File: config.mk
export PLATFORM = sky130hd
export DESIGN_NAME = xor_checked_angle_frame_parser
export DESIGN_NICKNAME = d
export VERILOG_FILES = /design/src/rtl/fcap_pkg.sv /design/src/rtl/fcap_step.sv /design/src/rtl/xor_checked_angle_frame_parser.sv
export SDC_FILE = /design/constraint.sdc
export NUM_CORES = 1
export LEC_CHECK = 0
export BUFFER_PORTS_ARGS = -buffer_cell sky130_fd_sc_hd__buf_2
export CAP_MARGIN = 20
export CORE_MARGIN = 5
export CORE_UTILIZATION = 55
export DETAILED_ROUTE_END_ITERATION = 7
export PLACE_DENSITY = 0.82
export REMOVE_ABC_BUFFERS = 1
export SETUP_SLACK_MARGIN = 0.02
export SYNTH_ARGS = -nofsm -noshare
export SYNTH_HDL_FRONTEND = slang
export SYNTH_SLANG_ARGS = --single-unit
File: constraint.sdc
create_clock -name i_clk -period 3.3 [get_ports i_clk]
set_input_delay 0.66 -clock i_clk [delete_from_list [all_inputs] [get_ports i_clk]]
set_output_delay 0.66 -clock i_clk [all_outputs]
set_load 0.02 [all_outputs]
File: src/rtl/fcap_pkg.sv
// Shared types, character codes and helper functions for the framed angle parser.
// Used by fcap_step, by the top level xor_checked_angle_frame_parser and by the testbench.
// Depends on nothing else.
package fcap_pkg;

    localparam int MAX_LEN_DEF = 64;
    localparam int JOINTS_DEF  = 3;
    localparam int ANGLE_SLOTS = 3;

    localparam logic [1:0] ST_IN_PROGRESS = 2'd0;
    localparam logic [1:0] ST_SUCCESS     = 2'd1;
    localparam logic [1:0] ST_FORMAT      = 2'd2;
    localparam logic [1:0] ST_CHECKSUM    = 2'd3;

    localparam logic [1:0] MODE_WAIT_START = 2'd0;
    localparam logic [1:0] MODE_PAYLOAD    = 2'd1;
    localparam logic [1:0] MODE_CHECK      = 2'd2;
    localparam logic [1:0] MODE_WAIT_EOL   = 2'd3;

    localparam logic [2:0] HDR_NONE   = 3'd0;
    localparam logic [2:0] HDR_D      = 3'd1;
    localparam logic [2:0] HDR_DR     = 3'd2;
    localparam logic [2:0] HDR_DRV    = 3'd3;
    localparam logic [2:0] HDR_OK     = 3'd4;
    localparam logic [2:0] HDR_REJECT = 3'd5;

    localparam logic [1:0] PH_BETWEEN = 2'd0;
    localparam logic [1:0] PH_SPACE   = 2'd1;
    localparam logic [1:0] PH_DIGITS  = 2'd2;
    localparam logic [1:0] PH_IGNORE  = 2'd3;

    localparam logic [7:0] CH_START = 8'h40;
    localparam logic [7:0] CH_STAR  = 8'h2A;
    localparam logic [7:0] CH_COMMA = 8'h2C;
    localparam logic [7:0] CH_EOL   = 8'h0A;
    localparam logic [7:0] CH_NUL   = 8'h00;
    localparam logic [7:0] CH_D     = 8'h44;
    localparam logic [7:0] CH_R     = 8'h52;
    localparam logic [7:0] CH_V     = 8'h56;
    localparam logic [7:0] CH_MINUS = 8'h2D;
    localparam logic [7:0] CH_PLUS  = 8'h2B;

    localparam logic [7:0] ANGLE_MAX   = 8'd180;
    localparam logic [7:0] ANGLE_SAT   = 8'd181;
    localparam logic [7:0] ANGLE_RESET = 8'd90;

    typedef logic [ANGLE_SLOTS-1:0][7:0] t_angles;

    typedef struct packed {
        logic [1:0] mode;
        logic [7:0] xor_acc;
        logic [4:0] first_nibble;
        logic       check_count;
        logic       text_ended;
        logic [2:0] header;
        logic [1:0] joints_done;
        logic [1:0] phase;
        logic       negative;
        logic [7:0] value;
    } t_frame_state;

    function automatic logic [4:0] nibble_of(input logic [7:0] b);
        logic [4:0] r;
        if (b >= 8'h30 && b <= 8'h39) begin
            r = 5'(b - 8'h30);
        end else if (b >= 8'h41 && b <= 8'h46) begin
            r = 5'(b - 8'h37);
        end else if (b >= 8'h61 && b <= 8'h66) begin
            r = 5'(b - 8'h57);
        end else begin
            r = 5'h10;
        end
        return r;
    endfunction

    function automatic logic is_space(input logic [7:0] b);
        return (b == 8'h20) || (b == 8'h09) || (b == 8'h0A) || (b == 8'h0B) ||
               (b == 8'h0C) || (b == 8'h0D);
    endfunction

endpackage

File: src/rtl/fcap_step.sv
// Next-state logic of the parser: takes one byte and the current frame state and
// returns the updated state, angle stores and status. Depends on fcap_pkg.
module fcap_step
    import fcap_pkg::*;
#(
    parameter int MAX_LEN = MAX_LEN_DEF,
    parameter int JOINTS  = JOINTS_DEF,
    localparam int CW     = $clog2(MAX_LEN)
) (
    input  logic [7:0]    i_byte,
    input  t_frame_state  i_state,
    input  logic [CW-1:0] i_count,
    input  t_angles       i_pending,
    input  t_angles       i_committed,
    output t_frame_state  o_state,
    output logic [CW-1:0] o_count,
    output t_angles       o_pending,
    output t_angles       o_committed,
    output logic [1:0]    o_status
);

    t_frame_state s;
    logic [1:0]   ph;
    logic [10:0]  grown;
    logic [4:0]   lo;
    logic [7:0]   cur_angle;
    logic [2:0]   n_done;
    logic         te;
    logic         fin_ok;

    always_comb begin
        s           = i_state;
        o_count     = i_count;
        o_pending   = i_pending;
        o_committed = i_committed;
        o_status    = ST_IN_PROGRESS;
        ph          = PH_BETWEEN;
        grown       = '0;
        lo          = nibble_of(i_byte);
        cur_angle   = i_state.negative ? 8'd0 :
                      (i_state.value > ANGLE_MAX ? ANGLE_MAX : i_state.value);
        n_done      = {1'b0, i_state.joints_done};
        te          = 1'b0;
        fin_ok      = 1'b0;

        unique case (i_state.mode)
            MODE_WAIT_START: begin
                if (i_byte == CH_START) begin
                    s         = '0;
                    s.mode    = MODE_PAYLOAD;
                    o_count   = '0;
                end
            end
            MODE_PAYLOAD: begin
                if (i_byte == CH_STAR) begin
                    s.check_count = 1'b0;
                    s.mode        = MODE_CHECK;
                end else if (i_byte == CH_START) begin
                    s        = '0;
                    s.mode   = MODE_PAYLOAD;
                    o_count  = '0;
                    o_status = ST_FORMAT;
                end else if (i_byte == CH_EOL) begin
                    s.mode   = MODE_WAIT_START;
                    o_status = ST_FORMAT;
                end else if (i_count >= CW'(MAX_LEN - 1)) begin
                    s.mode   = MODE_WAIT_START;
                    o_status = ST_FORMAT;
                end else begin
                    o_count      = i_count + 1'b1;
                    s.xor_acc    = i_state.xor_acc ^ i_byte;
                    te           = i_state.text_ended | (i_byte == CH_NUL);
                    s.text_ended = te;
                    if (!te) begin
                        if (i_state.header < HDR_OK) begin
                            unique case (i_state.header)
                                HDR_NONE: begin
                                    s.header = (i_byte == CH_COMMA) ? HDR_NONE :
                                               (i_byte == CH_D) ? HDR_D : HDR_REJECT;
                                end
                                HDR_D:   s.header = (i_byte == CH_R) ? HDR_DR : HDR_REJECT;
                                HDR_DR:  s.header = (i_byte == CH_V) ? HDR_DRV : HDR_REJECT;
                                default: begin
                                    s.header = (i_byte == CH_COMMA) ? HDR_OK : HDR_REJECT;
                                end
                            endcase
                        end else if (i_state.header == HDR_OK &&
                                     i_state.joints_done < 2'(JOINTS)) begin
                            if (i_byte == CH_COMMA) begin
                                if (i_state.phase != PH_BETWEEN) begin
                                    o_pending[i_state.joints_done] = cur_angle;
                                    s.joints_done = i_state.joints_done + 1'b1;
                                    s.phase       = PH_BETWEEN;
                                    s.negative    = 1'b0;
                                    s.value       = '0;
                                end
                            end else begin
                                ph = (i_state.phase == PH_BETWEEN) ? PH_SPACE : i_state.phase;
                                if (ph == PH_SPACE) begin
                                    if (is_space(i_byte)) begin
                                        ph = PH_SPACE;
                                    end else if (i_byte == CH_MINUS) begin
                                        ph         = PH_IGNORE;
                                        s.negative = 1'b1;
                                        s.phase    = PH_DIGITS;
                                    end else if (i_byte == CH_PLUS) begin
                                        ph      = PH_IGNORE;
                                        s.phase = PH_DIGITS;
                                    end else begin
                                        ph = PH_DIGITS;
                                    end
                                    if (ph != PH_IGNORE) begin
                                        s.phase = ph;
                                    end
                                end
                                if (ph == PH_DIGITS) begin
                                    if (i_byte >= 8'h30 && i_byte <= 8'h39) begin
                                        grown   = 11'({i_state.value, 3'b000}) +
                                                  11'({i_state.value, 1'b0}) +
                                                  11'(i_byte - 8'h30);
                                        s.value = (grown > 11'(ANGLE_MAX)) ? ANGLE_SAT :
                                                  grown[7:0];
                                        s.phase = PH_DIGITS;
                                    end else begin
                                        s.phase = PH_IGNORE;
                                    end
                                end
                            end
                        end
                    end
                end
            end
            MODE_CHECK: begin
                if (!i_state.check_count) begin
                    s.first_nibble = lo;
                    s.check_count  = 1'b1;
                end else begin
                    if (i_state.first_nibble[4] || lo[4]) begin
                        s.first_nibble[4] = 1'b1;
                    end else begin
                        s.xor_acc = i_state.xor_acc ^ {i_state.first_nibble[3:0], lo[3:0]};
                    end
                    s.check_count = 1'b0;
                    s.mode        = MODE_WAIT_EOL;
                end
            end
            default: begin
                s.mode = MODE_WAIT_START;
                if (i_byte != CH_EOL) begin
                    o_status = ST_FORMAT;
                end else if (i_state.first_nibble[4] || i_state.xor_acc != 8'd0) begin
                    o_status = ST_CHECKSUM;
                end else if (i_state.header != HDR_DRV && i_state.header != HDR_OK) begin
                    o_status = ST_FORMAT;
                end else begin
                    for (int i = 0; i < ANGLE_SLOTS; i++) begin
                        if (3'(i) < n_done) begin
                            o_committed[i] = i_pending[i];
                        end
                    end
                    if (i_state.header == HDR_OK && i_state.phase != PH_BETWEEN &&
                        i_state.joints_done < 2'(JOINTS)) begin
                        o_committed[i_state.joints_done] = cur_angle;
                        n_done = n_done + 1'b1;
                    end
                    fin_ok   = (n_done >= 3'(JOINTS));
                    o_status = fin_ok ? ST_SUCCESS : ST_FORMAT;
                end
            end
        endcase
        o_state = s;
    end

endmodule

File: src/rtl/xor_checked_angle_frame_parser.sv
// Top level of the framed joint-angle parser: input register, handshakes and state.
// Instantiates fcap_step for the per-byte update. Depends on fcap_pkg.
//
//  Port group   Direction  Payload
//  s_axis       in         tdata[7:0] rx_byte
//  m_axis       out        tdata[1:0] status, [9:2] angle_0, [17:10] angle_1,
//                          [25:18] angle_2, [31:26] zero
//
// Each item is held in the input register; the state update then writes its result
// register, from which the result can be taken on the output side.
// One item is taken every cycle while the output side accepts; the sustained rate is set
// by the state register loop around fcap_step. A stalled output holds the result and
// the input register; the input side keeps taking items while that stage is free.
// Synchronous active-low reset clears control state and sets every committed angle to 90.
module xor_checked_angle_frame_parser
    import fcap_pkg::*;
#(
    parameter int MAX_LEN = MAX_LEN_DEF,
    parameter int JOINTS  = JOINTS_DEF
) (
    input  logic        i_clk,
    input  logic        i_rst_n,
    input  logic        s_axis_tvalid,
    output logic        s_axis_tready,
    input  logic [7:0]  s_axis_tdata,   // rx_byte
    output logic        m_axis_tvalid,
    input  logic        m_axis_tready,
    output logic [31:0] m_axis_tdata    // status, angle_0, angle_1, angle_2, zero fill
);

    localparam int CW = $clog2(MAX_LEN);

    logic          r_in_valid;
    logic [7:0]    r_in_byte;
    logic          r_out_valid;
    logic [25:0]   r_out_data;
    t_frame_state  r_state;
    logic [CW-1:0] r_count;
    t_angles       r_pending;
    t_angles       r_committed;

    t_frame_state  n_state;
    logic [CW-1:0] n_count;
    t_angles       n_pending;
    t_angles       n_committed;
    logic [1:0]    n_status;
    logic          advance;

    assign advance       = r_in_valid && (!r_out_valid || m_axis_tready);
    assign s_axis_tready = !r_in_valid || advance;
    assign m_axis_tvalid = r_out_valid;
    assign m_axis_tdata  = {6'd0, r_out_data};

    fcap_step #(
        .MAX_LEN (MAX_LEN),
        .JOINTS  (JOINTS)
    ) u_step (
        .i_byte      (r_in_byte),
        .i_state     (r_state),
        .i_count     (r_count),
        .i_pending   (r_pending),
        .i_committed (r_committed),
        .o_state     (n_state),
        .o_count     (n_count),
        .o_pending   (n_pending),
        .o_committed (n_committed),
        .o_status    (n_status)
    );

    always_ff @(posedge i_clk) begin
        if (s_axis_tvalid && s_axis_tready) begin
            r_in_byte <= s_axis_tdata;
        end
        if (advance) begin
            r_pending  <= n_pending;
            r_out_data <= {n_committed[2], n_committed[1], n_committed[0], n_status};
        end
        if (!i_rst_n) begin
            r_in_valid  <= 1'b0;
            r_out_valid <= 1'b0;
            r_state     <= '0;
            r_count     <= '0;
            r_committed <= {ANGLE_SLOTS{ANGLE_RESET}};
        end else begin
            if (s_axis_tready) begin
                r_in_valid <= s_axis_tvalid;
            end
            if (advance) begin
                r_out_valid <= 1'b1;
                r_state     <= n_state;
                r_count     <= n_count;
                r_committed <= n_committed;
            end else if (m_axis_tready) begin
                r_out_valid <= 1'b0;
            end
        end
    end

endmodule

After elaboration in Yosys (flattened, before gate mapping)
Index checks and enable logic that the tools add are counted.
{ "totals": {"register_bits": 123, "in_bits": 12, "output_inout_bits": 34} }
{ "classes": {"addsub": 9, "order_cmp": 17, "eq_ne": 51, "mux": 121, "n_bitwise": 9, "reduce_logical": 44} }
{ "ops": {"columns": ["operator", "n"], "rows": [
  ["2-to-1 mux 8 bit", 24],
  ["2-to-1 mux 24 bit", 5],
  ["2-to-1 mux 2 bit", 39],
  ["2-to-1 mux 17 bit", 4],
  ["2-to-1 mux 13 bit", 4],
  ["bitwise mux 24 bit", 2],
  ["case mux 14 bit (3 select lines)", 1],
  ["equality test 8 x 4 -> 1 bit, second input constant", 5],
  ["equality test 8 x 6 -> 1 bit, second input constant", 5],
  ["2-to-1 mux 3 bit", 12],
  ["case mux 17 bit (2 select lines)", 1],
  ["2-to-1 mux 33 bit", 1],
  ["equality test 8 x 7 -> 1 bit, second input constant", 4],
  ["2-to-1 mux 6 bit", 5],
  ["AND reduction 13 bit", 2],
  ["AND reduction 11 bit", 2],
  ["2-to-1 mux 10 bit", 2],
  ["inequality test 3 x 2 -> 1 bit, second input constant", 6],
  ["AND reduction 6 bit", 3],
  ["demux 8 bit (select 2 bit)", 1],
  ["greater-or-equal comparator 8 x 7 -> 1 bit, second input constant", 2],
  ["<= comparator 8 x 7 -> 1 bit, second input constant", 2],
  ["2-to-1 mux 16 bit", 1],
  ["inequality test 4 x 1 -> 1 bit, second input constant", 4],
  ["other kinds (59)", 114]
]} }

Longest topological paths before layout
Gate-level depths: netlist of the first run.
{ "logic_depth": {"word_depth": 38, "depth_mapped": 14, "depth_no_buf": 12} }

Modules after synthesis
Synthesis of the first run repeated with hierarchy kept, for this count alone.
{ "hier_totals": {"hier_cells": 899, "hier_area_um2": 8067.7} }
{ "modules_own_cells": {"columns": ["module", "instances", "cells_each", "area_each_um2", "seq_area_each_um2"], "rows": [
  ["xor_checked_angle_frame_parser", 1, 350, 4450.5, 3042.9],
  ["fcap_step", 1, 549, 3617.2, 0.0]
]} }

Worst setup path before layout of the first run
Ideal clock, no wire load.
{ "synth_path": {"path_kind": "register to register", "startpoint": "register r_in_byte[3]", "endpoint": "register r_state[0] in the netlist's numbering", "setup_ns": 0.122, "arrival_time_ns": 3.274, "required_time_ns": 3.178, "slack_ns": -0.096, "stages_incl_launch_ff": 13, "path_buffers": 1, "period_less_slack_ns": 3.396, "cell_sequence": "edfxtp_1 clkbuf_1 inv_1 fa_1 inv_1 ha_1 a21o_1 and4_1 or3_1 xor2_1 a221oi_2 nor3_2 a311o_1"} }
{ "synth_between": {"elab_chain_cells": 30} }
{ "synth_rtl": {"columns": ["item", "line_no", "text"], "rows": [
  ["from (decl)", "xor_checked_angle_frame_parser.sv:34", "logic [7:0] r_in_byte;"],
  ["from (signal assigned)", "xor_checked_angle_frame_parser.sv:72", "r_in_byte <= s_axis_tdata;"],
  ["equality test 8 x 6 -> 1 bit or equality test 8 x 4 -> 1 bit (tied branches)", "fcap_pkg.sv:77", "return (b == 8'h20) || (b == 8'h09) || (b == 8'h0A) || (b == 8'h0B) ||"],
  ["logical OR 1 bit (4 in series)", "fcap_pkg.sv:77", null],
  ["logical OR 1 bit", "fcap_pkg.sv:78", "(b == 8'h0C) || (b == 8'h0D);"],
  ["2-to-1 mux 2 bit", "fcap_step.sv:100", "if (is_space(i_byte)) begin"],
  ["2-to-1 mux 2 bit", "fcap_step.sv:99", "if (ph == PH_SPACE) begin"],
  ["2-to-1 mux 2 bit", "fcap_step.sv:89", "if (i_byte == CH_COMMA) begin"],
  ["2-to-1 mux 2 bit", "fcap_step.sv:87", "end else if (i_state.header == HDR_OK &&"],
  ["2-to-1 mux 2 bit", "fcap_step.sv:75", "if (i_state.header < HDR_OK) begin"],
  ["[11 not listed]", null, null],
  ["2-to-1 mux 2 bit", "fcap_step.sv:66", "end else if (i_count >= CW'(MAX_LEN - 1)) begin"],
  ["2-to-1 mux 2 bit", "fcap_step.sv:63", "end else if (i_byte == CH_EOL) begin"],
  ["2-to-1 mux 2 bit", "fcap_step.sv:58", "end else if (i_byte == CH_START) begin"],
  ["2-to-1 mux 2 bit", "fcap_step.sv:55", "if (i_byte == CH_STAR) begin"],
  ["2-to-1 mux 2 bit", "fcap_step.sv:46", "unique case (i_state.mode)"],
  ["equality test 2 bit", "fcap_step.sv:116", "if (ph == PH_DIGITS) begin"],
  ["inequality test 4 x 1 -> 1 bit (no line)", null, null],
  ["AND reduction 12 bit (no line)", null, null],
  ["to (signal assigned)", "xor_checked_angle_frame_parser.sv:90", "r_state <= n_state;"],
  ["to (decl)", "xor_checked_angle_frame_parser.sv:37", "t_frame_state r_state;"]
]} }
Several ways; a longest one is shown, not always the timed one. The select of a mux whose other input is x is not followed.
A chain may end at the register's enable or synchronous reset.

Worst setup path in the final report of the first run
{ "layout_path": {"startpoint": "register r_in_byte[5]", "endpoint": "register r_state[2] in the netlist's numbering"} }
The elaborated chain is that of the path after synthesis.

==> results.yml, run 1 <==
critical_path:
  path_max_fanout: 5
  critical_path_arrival_ns: 3.55
  cp_cell_sequence: "ha_2 > buf_6 > xnor2_2 > fa_1 > ha_4 > and4_4 > a21oi_2 > a21boi_2 > mux2_4 > a221oi_4 > nor3_2 > a311o_1"
  cp-start-kind: "flip-flop"
  critPathKind: "reg2reg"
  crit_slowest_cell: "fa_1"
  worst-path-stages: 12
  reg2reg_from: "r_in_byte[5]"
  r2r_setup_slack_ns: 0.06
  critPathBufInv: 1
  crit_path_end_kind: "flip-flop"
  required_ns: 3.61
  crit_family: "adder cells"
  r2r_cells: 12
  startpoint: "r_in_byte[5]"
  max_stage_delay_ns: 0.49
timing:
  fin_ws_ns: 0.05648
  skew_ns: 0.007628
  worst_slew_pin_slew_ns: 0.8446
  hold_slack_ns: 0.4075
  maxSlewViolCount: 0
  period_share: 0.9829
  fmax_ghz: 0.3083
  maxSlewHeadroom: 0.4369
  setup_viol_count_final: 0
  fin_crit_ns: 3.244
  rsz0062_at_grt: "true"
  finalHoldViolations: 0
drt:
  via_per_inst: 6.074
  drt-initial-drc-count: 500
  wire_per_inst_microns: 17.14
  first_pass_iters: 5
  drtAntennaViolNets: 0
  route.detailed.drc: 0
  routed_wl_microns: 16970
  vias: 6013
power:
  p_total_uw: 3636
  peakVddDrop_v: 0.0002551
  leakagePower_uw: 0.003066
  power_density_nw_per_um2: 444.3
placement:
  io_buffers: 39
  post-place-ws_ns: -0.07927
  dpl.hpwl_microns: 12110
  dpl-instance-area_sq_um: 7505
  gp_congestion: 0.9609
finish:
  num_antenna_cells: 0
  final_common_cell: "nor2_1"
  final_layout_size_suffix_gt1_frac: 0.1760
  final_cell_mix: "66 x nor2_1, 65 x dfxtp_1, 61 x nand2_1"
  fin_area_sq_um: 8183
  final_nets: 854
  syn_to_final_growth_pct: 17.31
floorplanning:
  core_sq_um: 12520
  rows: 41
  die_w_microns: 122.6
  dieArea_sq_um: 15030
  io_pins: 46
  initial_core_util: 0.5573
  dieHeight_microns: 122.6
synth:
  ys_seq_area_frac: 0.4362
  synth-main-ff-cell: "dfxtp_1"
  ys_types: 83
  synthTopCellsByArea: "edfxtp_1 25%, dfxtp_1 19%, ha_1 5.2%"
  yosysWarnings: 0
  ys_seq_elements: 123
  synth_area_leader_cell: "edfxtp_1"
  ys_async_sr_fraction: 0
  yosys.area.top_type_share: 0.2497
  netlist_area_sq_um: 6975
  synthesis.instances: 743
  synth-edff-count: 58
  avgSynthCellArea_sq_um: 9.388
global_route:
  grt_max_degree: 47
  grt.overflow.total: 0
  grt_antenna_before_repair: 0
  grt_pass1_wl_microns: 27710
  grt_pass1_vias: 5727
  gr-usage-all-layers: 0.2324
clock_network:
  cts_tree: "done"
  cts_buffer_depth: 2
  holdBufCountCts: 0
  clk_latency_ns: 0.42
  cts_root_buffer: "clkbuf_16"
  numClockSinks: 123
  cts_made_buffers: 17
  cts_max_level: 4
  path_clk_slew_ns: 0.06
hold_path:
  hold_depth: 1
  min_from: "s_axis_tdata[0]"
  hp-class: "in2reg"
job:
  maxCapViolCount: 0
run_status:
  outcome: "finished, final reports clean"
[Yosys cell counts, types with 4 or more instances]
cell,n
nor3_1,13
or3_1,5
dfxtp_1,65
and2_1,6
o2bb2ai_1,7
a21o_1,7
a211o_1,6
ha_1,29
a22oi_1,16
buf_2,8
o2111ai_1,4
fa_1,7
xor2_1,5
o21a_1,5
edfxtp_1,58
buf_4,6
nand2b_1,8
xnor2_1,8
o211ai_1,6
clkbuf_1,28
a21oi_1,39
o22ai_1,13
mux2i_1,8
nor2_1,66
nor4_1,5
o21ai_1,33
nor2b_1,19
o21ai_0,29
a31oi_1,11
nand4_1,10
nand2_1,61
nor3b_1,7
a21boi_1,15
inv_1,34
nand3_1,19
and3_1,5
[layout make-up]
type,instances,area [sq um]
clock buffers,18,439.2
clock inverters,13,118.9
fillers,996,4334
inverters,35,131.4
multi-input cells,546,3702
flip-flops and latches,123,3043
well taps,172,215.2
repair buffers,83,533.0
[logic make-up after synthesis]
group,synth area share
other,0.0005376
and+or+nand+nor,0.1837
xor gates and xnor gates,0.01955
buffers and inverters,0.04825
DFF,0.4362
adders and majority gates,0.07211
AOI/OAI and AO/OA,0.2249
muxes,0.01471
[report_power, final]
part	switching, uW	internal [uW]	total (uW)
logic	158	102	260
clock network	696	1050	1750
registers	11.5	1620	1630
[metal layers]
metal  routed length, microns  vias to the layer above  track usage
met2                     8465                      228       0.3930
li1                         -                     2861            -
met1                     7061                     2885       0.2868
met4                      364                        0      0.09027
met5                        0                        -            0
met3                     1075                       39      0.05668
[state kept, by name, summed over array words and instances, names as in the netlist]
signal,count
r_pending,24
r_state,33
m_axis_tvalid,1
r_count,6
r_in_byte,8
r_out_data,26
r_in_valid,1
r_committed,24
[through the flow]
step / cells / utilization / setup TNS, ns
CTS: 990 / 0.6507 / 0
floorplan: 704 / - / -0.1246
global route: 990 / 0.6537 / -0.2368
finish: 990 / 0.6537 / 0
detailed placement: 955 / 0.5996 / -0.1551
global placement: 955 / 0.5996 / -0.01941
[repair_timing]
item                       in CTS  in global routing
setup buffers                   4                  0
gates cloned                    0                  0
resized for setup              11                  9
pin swaps                       9                  5
setup endpoints to repair       5                  6
[path summary, 6_finish.rpt]
check,endpoint
max,r_state[2]
min,r_in_byte[0]
max reg2reg,r_state[2]
min reg2reg,r_committed[13]
Power figures use the tool's default switching activity.
==> run 2: changes to the inputs <==
- CORE_UTILIZATION: 55 -> 66
- PLACE_DENSITY: 0.82 -> 0.92
- clock period: 3.3 -> 4.12 ns (I/O delays scaled with it)
==> run 2 against run 1 <==
Against the previous run:
- sequential share of layout area rose by 1.8 points
- non-clock buffer count decreased by 32
- power fell by 20%
- die area is 15% lower
- clock skew rose by 0.0031 ns
- count of clock-buffer cells in the layout shrank 1
- register-to-register slack gained 0.35 ns
- cell count shrank 6.8%
- clock power shrank 19%
- combinational power decreased by 31%
- final area is 4.6% lower
- global-route usage is 4.0 points higher
- largest cell class unchanged
==> results.yml, run 2 (synthesized netlist as in run 1, its figures left out) <==
critical_path:
  required_ns: 4.54
  crit_slowest_cell: "edfxtp_1"
  crit_path_end_kind: "flip-flop"
  critical_path_arrival_ns: 4.13
  crit_family: "adder cells"
  crit_path_frequent_cell: "ha_1"
  cp_cell_sequence: "ha_1 > xnor2_1 > fa_1 > ha_1 > and4_1 > a21oi_1 > a21boi_0 > mux2_2 > a221oi_2 > nor3_2 > a311o_1"
  cp-start-kind: "flip-flop"
  critPathBufInv: 0
  max_stage_delay_ns: 0.52
  path_max_fanout: 9
  critPathKind: "reg2reg"
drt:
  drtAntennaViolNets: 0
  vias: 6021
  routed_wl_microns: 17210
  wire_per_inst_microns: 18.65
  route.detailed.drc: 0
  drt-initial-drc-count: 669
  first_pass_iters: 6
  via_per_inst: 6.523
global_route:
  grt_max_degree: 43
  grt_pass1_wl_microns: 28210
  grt_pass1_vias: 5828
  grt_antenna_before_repair: 0
  gr-usage-all-layers: 0.2727
  grt.overflow.total: 0
timing:
  fin_crit_ns: 3.712
  maxSlewViolCount: 0
  fin_tns_setup_ns: 0
  skew_ns: 0.01077
  setup_viol_count_final: 0
  maxSlewHeadroom: 0.4318
  hold_slack_ns: 0.4539
  rsz0062_at_grt: "false"
  period_share: 0.9010
  finalHoldViolations: 0
  worst_slew_pin_slew_ns: 0.8458
  fmax_ghz: 0.2694
finish:
  final_nets: 822
  reg_top3: "r_state (33), r_out_data (26)"
  final_cell_mix: "66 x nor2_1, 65 x dfxtp_1, 61 x nand2_1"
  largest_reg_flops: 33
  syn_to_final_growth_pct: 11.96
  regMostFlops: "r_state"
  final_layout_size_suffix_gt1_frac: 0.1245
  num_antenna_cells: 0
  final_common_cell: "nor2_1"
clock_network:
  cts_root_buffer: "clkbuf_8"
  ctsResizeCount: 0
  cts_max_level: 4
  numClockSinks: 123
  path_clk_slew_ns: 0.07
  clk_latency_ns: 0.53
  cts_buffer_depth: 2
  holdBufCountCts: 0
  cts_tree: "done"
  post_cts_buffers: 0
  cts_made_buffers: 17
placement:
  io_buffers: 39
  gp_congestion: 0.9236
  dpl.hpwl_microns: 12220
run_status:
  outcome: "finished, final reports clean"
job:
  maxCapViolCount: 0
floorplanning:
  dieHeight_microns: 112.8
  dieArea_sq_um: 12730
  die_w_microns: 112.8
  initial_core_util: 0.6757
  rows: 37
  io_pins: 46
  core_sq_um: 10320
power:
  power_density_nw_per_um2: 370.8
  leakagePower_uw: 0.002886
  peakVddDrop_v: 0.0002409
hold_path:
  hp-class: "reg2reg"
## run 2: cell count changes in the layout (fill, tap and decap cells not counted), sizes merged
cell,before,now
clkinv,8,3
bufinv,1,0
inv,38,45
clkinvlp,1,2
buf,83,51
clkbuf,18,17
## run 2: worst reg2reg max path, delay by kind of cell, from the launching register on
| family | cells | cell delay, ns |
|---|---|---|
| flip-flops | 1 | 0.52 |
| AO/OA/AOI/OAI | 4 | 0.93 |
| multiplexers | 1 | 0.38 |
| XOR/XNOR | 1 | 0.25 |
| AND/OR/NAND/NOR | 2 | 0.30 |
| adder cells (fa/ha/maj) | 3 | 1.24 |
## run 2: where the power goes
part / leakage, uW / internal, uW / switching [uW]
clock network: 0.000274 / 775 / 635
registers: 0.00106 / 1290 / 13.6
logic: 0.00155 / 61.9 / 118
## run 2: worst paths after layout
path	start	slack (ns)	cells after the start	endpoint
max reg2reg	r_in_byte[4]	0.41	11	r_state[0]
min reg2reg	r_committed[13]	0.45	2	r_committed[13]
max	r_in_byte[4]	0.41	11	r_state[0]
min	r_committed[13]	0.45	2	r_committed[13]
## run 2: metal layers
layer  global-route usage  routed length, microns  vias up
li1                     -                       -     2803
met4               0.1258                     498        0
met3              0.05294                    1300       48
met1               0.3402                    6855     2847
met5                    0                       0        -
met2               0.4577                    8559      323
## run 2: area by class of cell
cell class	instances	area, sq um
multi-input combinational	546	3615
sequential	123	3043
fill	681	2514
clock buffer	17	414.1
timing repair buffer	51	285.3
tap	136	170.2
clock inverter	15	151.4
inverter	35	131.4
## run 2: per-stage QoR
step	setup slack, ns	instance area [sq um]	std cells	power, uW	utilization
after detailed placement	0.4625	7244	891	1509	0.7017
after floorplan	0.7524	6789	704	1447	-
after CTS	0.4334	7810	923	2902	0.7565
after global routing	0.2474	7810	923	2990	0.7565
final	0.4078	7810	923	2896	0.7565
after global placement	0.5175	7244	891	1502	0.7017
